===== config.mk =====
export PLATFORM = sky130hd
export DESIGN_NAME = sqmm_cell
export DESIGN_NICKNAME = d
export VERILOG_FILES = /design/src/hw/rtl/sqmm_pkg.sv /design/src/hw/rtl/sqmm_cell.sv
export SDC_FILE = /design/constraint.sdc
export NUM_CORES = 2
export LEC_CHECK = 0
export BUFFER_PORTS_ARGS = -buffer_cell sky130_fd_sc_hd__buf_4
export CORE_MARGIN = 3
export CORE_UTILIZATION = 59
export DETAILED_ROUTE_END_ITERATION = 7
export PLACE_DENSITY = 0.78
export SLEW_MARGIN = 10
export SYNTH_ARGS = -nofsm -noshare
export SYNTH_HDL_FRONTEND = slang
export SYNTH_SLANG_ARGS = --single-unit

===== constraint.sdc =====
create_clock -name clk -period 19.75 [get_ports clk]
set_input_delay 2.9625 -clock clk [delete_from_list [all_inputs] [get_ports clk]]
set_output_delay 2.9625 -clock clk [all_outputs]
set_load 0.1 [all_outputs]

===== src/hw/rtl/sqmm_pkg.sv =====
`timescale 1ns / 1ps
`default_nettype none
// ----------------------------------------------------------------------------
// sqmm_pkg
// Shared constants, types and helpers of the square matrix multiplier.
// ----------------------------------------------------------------------------
package sqmm_pkg;

	localparam int MAX_DIM   = 8;
	localparam int IDX_W     = (MAX_DIM > 1) ? $clog2(MAX_DIM) : 1;
	localparam int CNT_W     = $clog2(MAX_DIM + 1);
	localparam int DRAIN_LEN = MAX_DIM + 2;
	localparam int DRN_W     = $clog2(DRAIN_LEN + 1);
	localparam int WORD_W    = 32;
	localparam int DIM_W     = 4;
	localparam int FLD_W     = 3;

	typedef enum logic [1:0] {
		REQ_LOAD_A = 2'd0,
		REQ_LOAD_B = 2'd1,
		REQ_START  = 2'd2,
		REQ_NONE   = 2'd3
	} req_t;

	typedef enum logic [1:0] {
		ST_IDLE,
		ST_FEED,
		ST_DRAIN,
		ST_EMIT
	} state_t;

	typedef struct packed {
		logic              v;
		logic              first;
		logic [IDX_W-1:0]  k;
		logic [WORD_W-1:0] a;
	} cell_bus_t;

	typedef struct packed {
		logic capture;
		logic shift;
	} cell_ctl_t;

	function automatic logic [CNT_W-1:0] act_dim(input logic [DIM_W-1:0] d);
		logic [CNT_W-1:0] n;
		if (d == '0)
			n = CNT_W'(1);
		else if (32'(d) > MAX_DIM)
			n = CNT_W'(MAX_DIM);
		else
			n = CNT_W'(d);
		return n;
	endfunction

endpackage
`default_nettype wire


===== src/hw/rtl/sqmm_cell.sv =====
`timescale 1ns / 1ps
`default_nettype none
// ----------------------------------------------------------------------------
// sqmm_cell
// One column cell: holds its column of B, multiplies the passing A element,
// accumulates one product element and shifts results toward the row head.
// ----------------------------------------------------------------------------
module sqmm_cell (
	input  wire logic                         clk,
	input  wire logic                         arst_n,
	input  wire logic                         b_we,
	input  wire logic [sqmm_pkg::IDX_W-1:0]   b_addr,
	input  wire logic [sqmm_pkg::WORD_W-1:0]  b_wdata,
	input  wire sqmm_pkg::cell_bus_t          bus_in,
	output sqmm_pkg::cell_bus_t               bus_out,
	input  wire sqmm_pkg::cell_ctl_t          ctl,
	input  wire logic [sqmm_pkg::WORD_W-1:0]  res_in,
	output logic [sqmm_pkg::WORD_W-1:0]       res_out
);
	import sqmm_pkg::*;

	logic [WORD_W-1:0] b_mem [MAX_DIM];
	logic [WORD_W-1:0] prod_s1;
	logic              v_s1;
	logic              first_s1;
	logic [WORD_W-1:0] acc_q;
	logic [WORD_W-1:0] res_q;
	cell_bus_t         bus_q;

	always_ff @(posedge clk) begin
		if (b_we)
			b_mem[b_addr] <= b_wdata;
	end

	always_ff @(posedge clk or negedge arst_n) begin
		if (!arst_n) begin
			bus_q    <= '0;
			v_s1     <= 1'b0;
			first_s1 <= 1'b0;
		end else begin
			bus_q    <= bus_in;
			v_s1     <= bus_in.v;
			first_s1 <= bus_in.first;
		end
	end

	always_ff @(posedge clk) begin
		prod_s1 <= WORD_W'(bus_in.a * b_mem[bus_in.k]);
		if (v_s1)
			acc_q <= first_s1 ? prod_s1 : acc_q + prod_s1;
		if (ctl.capture)
			res_q <= acc_q;
		else if (ctl.shift)
			res_q <= res_in;
	end

	assign bus_out = bus_q;
	assign res_out = res_q;

endmodule
`default_nettype wire


==> metrics.md <==
| Metric | Value |
|---|---|
| Status | `finished clean` |
| RSZ-0062 raised after global routing | `no` |
| Final hold violations | `0` |
| Post-layout min period | `11,450 ps` |
| H-tree Lvls | `2` |
| Setup-failing EPs final | `0` |
| Crit path max fanout | `48` |
| Detailed router's first-iteration violation count | `1,382` |
| Clock skew | `29.1 ps` |
| Max cap viols | `0` |
| # Post-CTS Setup Buffers | `0` |
| Clock Path Buffers | `3` |
| Dominant cell type by area after synthesis | `edfxtp_1` |
| Final instance area | `0.0346 mm²` |
| Ys async rst share | `9.51%` |
| Clock Latency Late Sink | `590 ps` |
| Clock slew seen by the registers of the worst setup and hold paths | `60 ps` |
| Starting density of the core | `60.3%` |
| GRT overflow | `0` |
| Delay-heaviest family, CP | `adder cells` |
| CP max stage delay | `730 ps` |
| Synth top area cells | `edfxtp_1 (31%), fa_1 (26%), ha_1 (6.2%)` |
| Multi-input combinational cell area | `0.0180 mm²` |
| Number of global-route vias before repair | `21,900` |
| TritonRoute pass-1 iters | `5` |
| Max Freq | `87.4 MHz` |
| Startpoint Class | `primary input` |
| Wire per inst | `21.2 µm` |
| Dpl cell area | `0.0331 mm²` |
| Placement Rows | `83` |
| Post-Synthesis Cells | `2,614` |
| Dominant synthesized flop cell | `edfxtp_1` |
| Full die area | `0.0559 mm²` |
| Nets@finish | `3,406` |
| Synth top area share | `30.7%` |
| Non-filler cells in the finished layout | `3,450` |
| CTS tree | `done` |
| Worst EP required | `20,240 ps` |
| Cts hold-fix bufs | `0` |
| Die H | `236 µm` |
| Vias per cell | `5.72` |
| Synth warnings | `0` |
| I/O Buffers | `177` |
| Distinct cell type count after synthesis | `71` |
| Slew margin rel. | `35.6%` |
| Slowest CP cell | `a221oi_4` |
| Cell mode on critical path | `fa_1` |
| CTS buffer count | `41` |
| Synth top cells by count | `inv_1 (416), fa_1 (409), edfxtp_1 (320)` |
| Area Growth Syn to Fin | `10.6%` |
| Most frequent cell after synthesis | `inv_1` |
| Final period util | `58.0%` |
| Min-Delay Path Class | `register to register` |
| Final wirelength | `73.2 mm` |
| EDFF count, synth | `320` |
| Synthesized cell area | `0.0313 mm²` |
| Syn_nets | `3,286` |
| Buf/Inv on CP | `7` |
| Placed Cells | `3,371` |
| Core ar. | `0.0519 mm²` |
| Least-Margin Pin Slew | `962 ps` |
| Drt drc | `0` |
| Initial antenna violation count | `2` |
| Post-synthesis sequential area ratio | `35.7%` |
| Final Slew Violations | `0` |
| Gpl congestion | `0.928` |
| Share of layout cells above drive strength 1 | `14.2%` |
| Synth Area per Inst | `12.0 µm²` |
| Clk sinks | `389` |
| WP data arrival | `11,940 ps` |
| CP endpoint kind | `register` |
| Register Area | `0.0112 mm²` |
| Cts repair resizes | `0` |
| Setup TNS | `0 ps` |
| DIE WIDTH | `236 µm` |
| Crit Path Class | `primary input to register` |
| Flops & latches, synth | `389` |
| Fill count | `3,763` |
| Root buffer cell | `clkbuf_16` |
| HPWL after DPL | `51.9 mm` |
| Pin count of the biggest net entering global routing | `78` |
| Routed via count | `19,700` |
| Post-route antenna net violation count | `0` |
| IO Count | `178` |
| First-pass GRT wire length | `118 mm` |
| Gr usage total | `27.1%` |
-- kinds of logic after synthesis --
family	share of synthesized area [%]
adders and majority gates	32.3
buffers and inverters	6.85
DFF	35.7
and+or+nand+nor	11.1
muxes	6.51
AOI/OAI and AO/OA	4.46
xor gates and xnor gates	3.03
-- layout make-up --
type	count	share of cell area, %
multi-input combinational	1690	52.1
sequential	389	32.3
inverter	416	4.51
timing repair buffer	196	4.25
clock buffer	52	3.29
tap	680	2.46
clock inverter	24	1.12
antenna	3	0.0217
-- final timing paths --
check	from	end	slack, ps	depth (start not counted)
min	prod_s1[25]	acc_q[25]	550	2
max reg2reg	b_mem[3][3]	prod_s1[31]	11530	25
min in group asynchronous	arst_n	bus_out[36]	2420	1
max in group asynchronous	arst_n	bus_out[4]	16800	1
max	bus_in[32]	prod_s1[31]	8300	28
min reg2reg	prod_s1[25]	acc_q[25]	550	2
-- metal layers --
| layer | vias to the layer above | track usage [%] | wire length, µm | part of all wire, % |
|---|---|---|---|---|
| li1 | 8700 | - | - | - |
| met1 | 10000 | 33.8 | 27800 | 38 |
| met2 | 806 | 47.0 | 37200 | 51 |
| met3 | 185 | 4.57 | 4950 | 6.8 |
| met4 | 0 | 11.6 | 3300 | 4.5 |
| met5 | - | 0 | 0 | 0 |
-- cells in the final DEF (no fill, tap or decap), types with 14 or more instances in the layout --
| cell type | Yosys | final |
|---|---|---|
| inv_1 | 416 | 416 |
| a21o_1 | 31 | 31 |
| fa_1 | 409 | 409 |
| nor2b_1 | 15 | 14 |
| buf_4 | 4 | 196 |
| dfrtp_1 | 37 | 36 |
| clkbuf_16 | 0 | 41 |
| xor2_1 | 22 | 22 |
| nor2_1 | 38 | 32 |
| mux2_2 | 49 | 49 |
| nand2_1 | 295 | 295 |
| and2_1 | 272 | 272 |
| edfxtp_1 | 320 | 320 |
| o21ai_0 | 43 | 43 |
| xnor2_1 | 73 | 73 |
| ha_1 | 154 | 154 |
| a21oi_1 | 40 | 40 |
| mux4_2 | 44 | 44 |
| mux2i_1 | 45 | 45 |
| dfxtp_1 | 32 | 32 |
-- registers in the layout, summed over array words and instances, names as in the netlist --
| register | cells |
|---|---|
| prod_s1 | 32 |
| res_out | 32 |
| b_mem | 256 |
| acc_q | 32 |
| bus_out | 37 |
-- stage by stage --
step	utilization (%)	hold WS, ps	setup slack [ps]
after floorplan	-	506	9070
final	66.7	554	8300
after global routing	66.7	580	7870
after global placement	63.7	531	7950
after CTS	66.7	552	8300
after detailed placement	63.7	535	7760
-- worst min-delay path, cell delays in order (launching register included) --
cell and delay [ps]:
dfxtp_1 340, nand2_1 50, o21ai_0 60
Power is left out: the tool's default activity adds up to more than one toggle a clock period on the data nets, which glitch-free logic cannot reach.
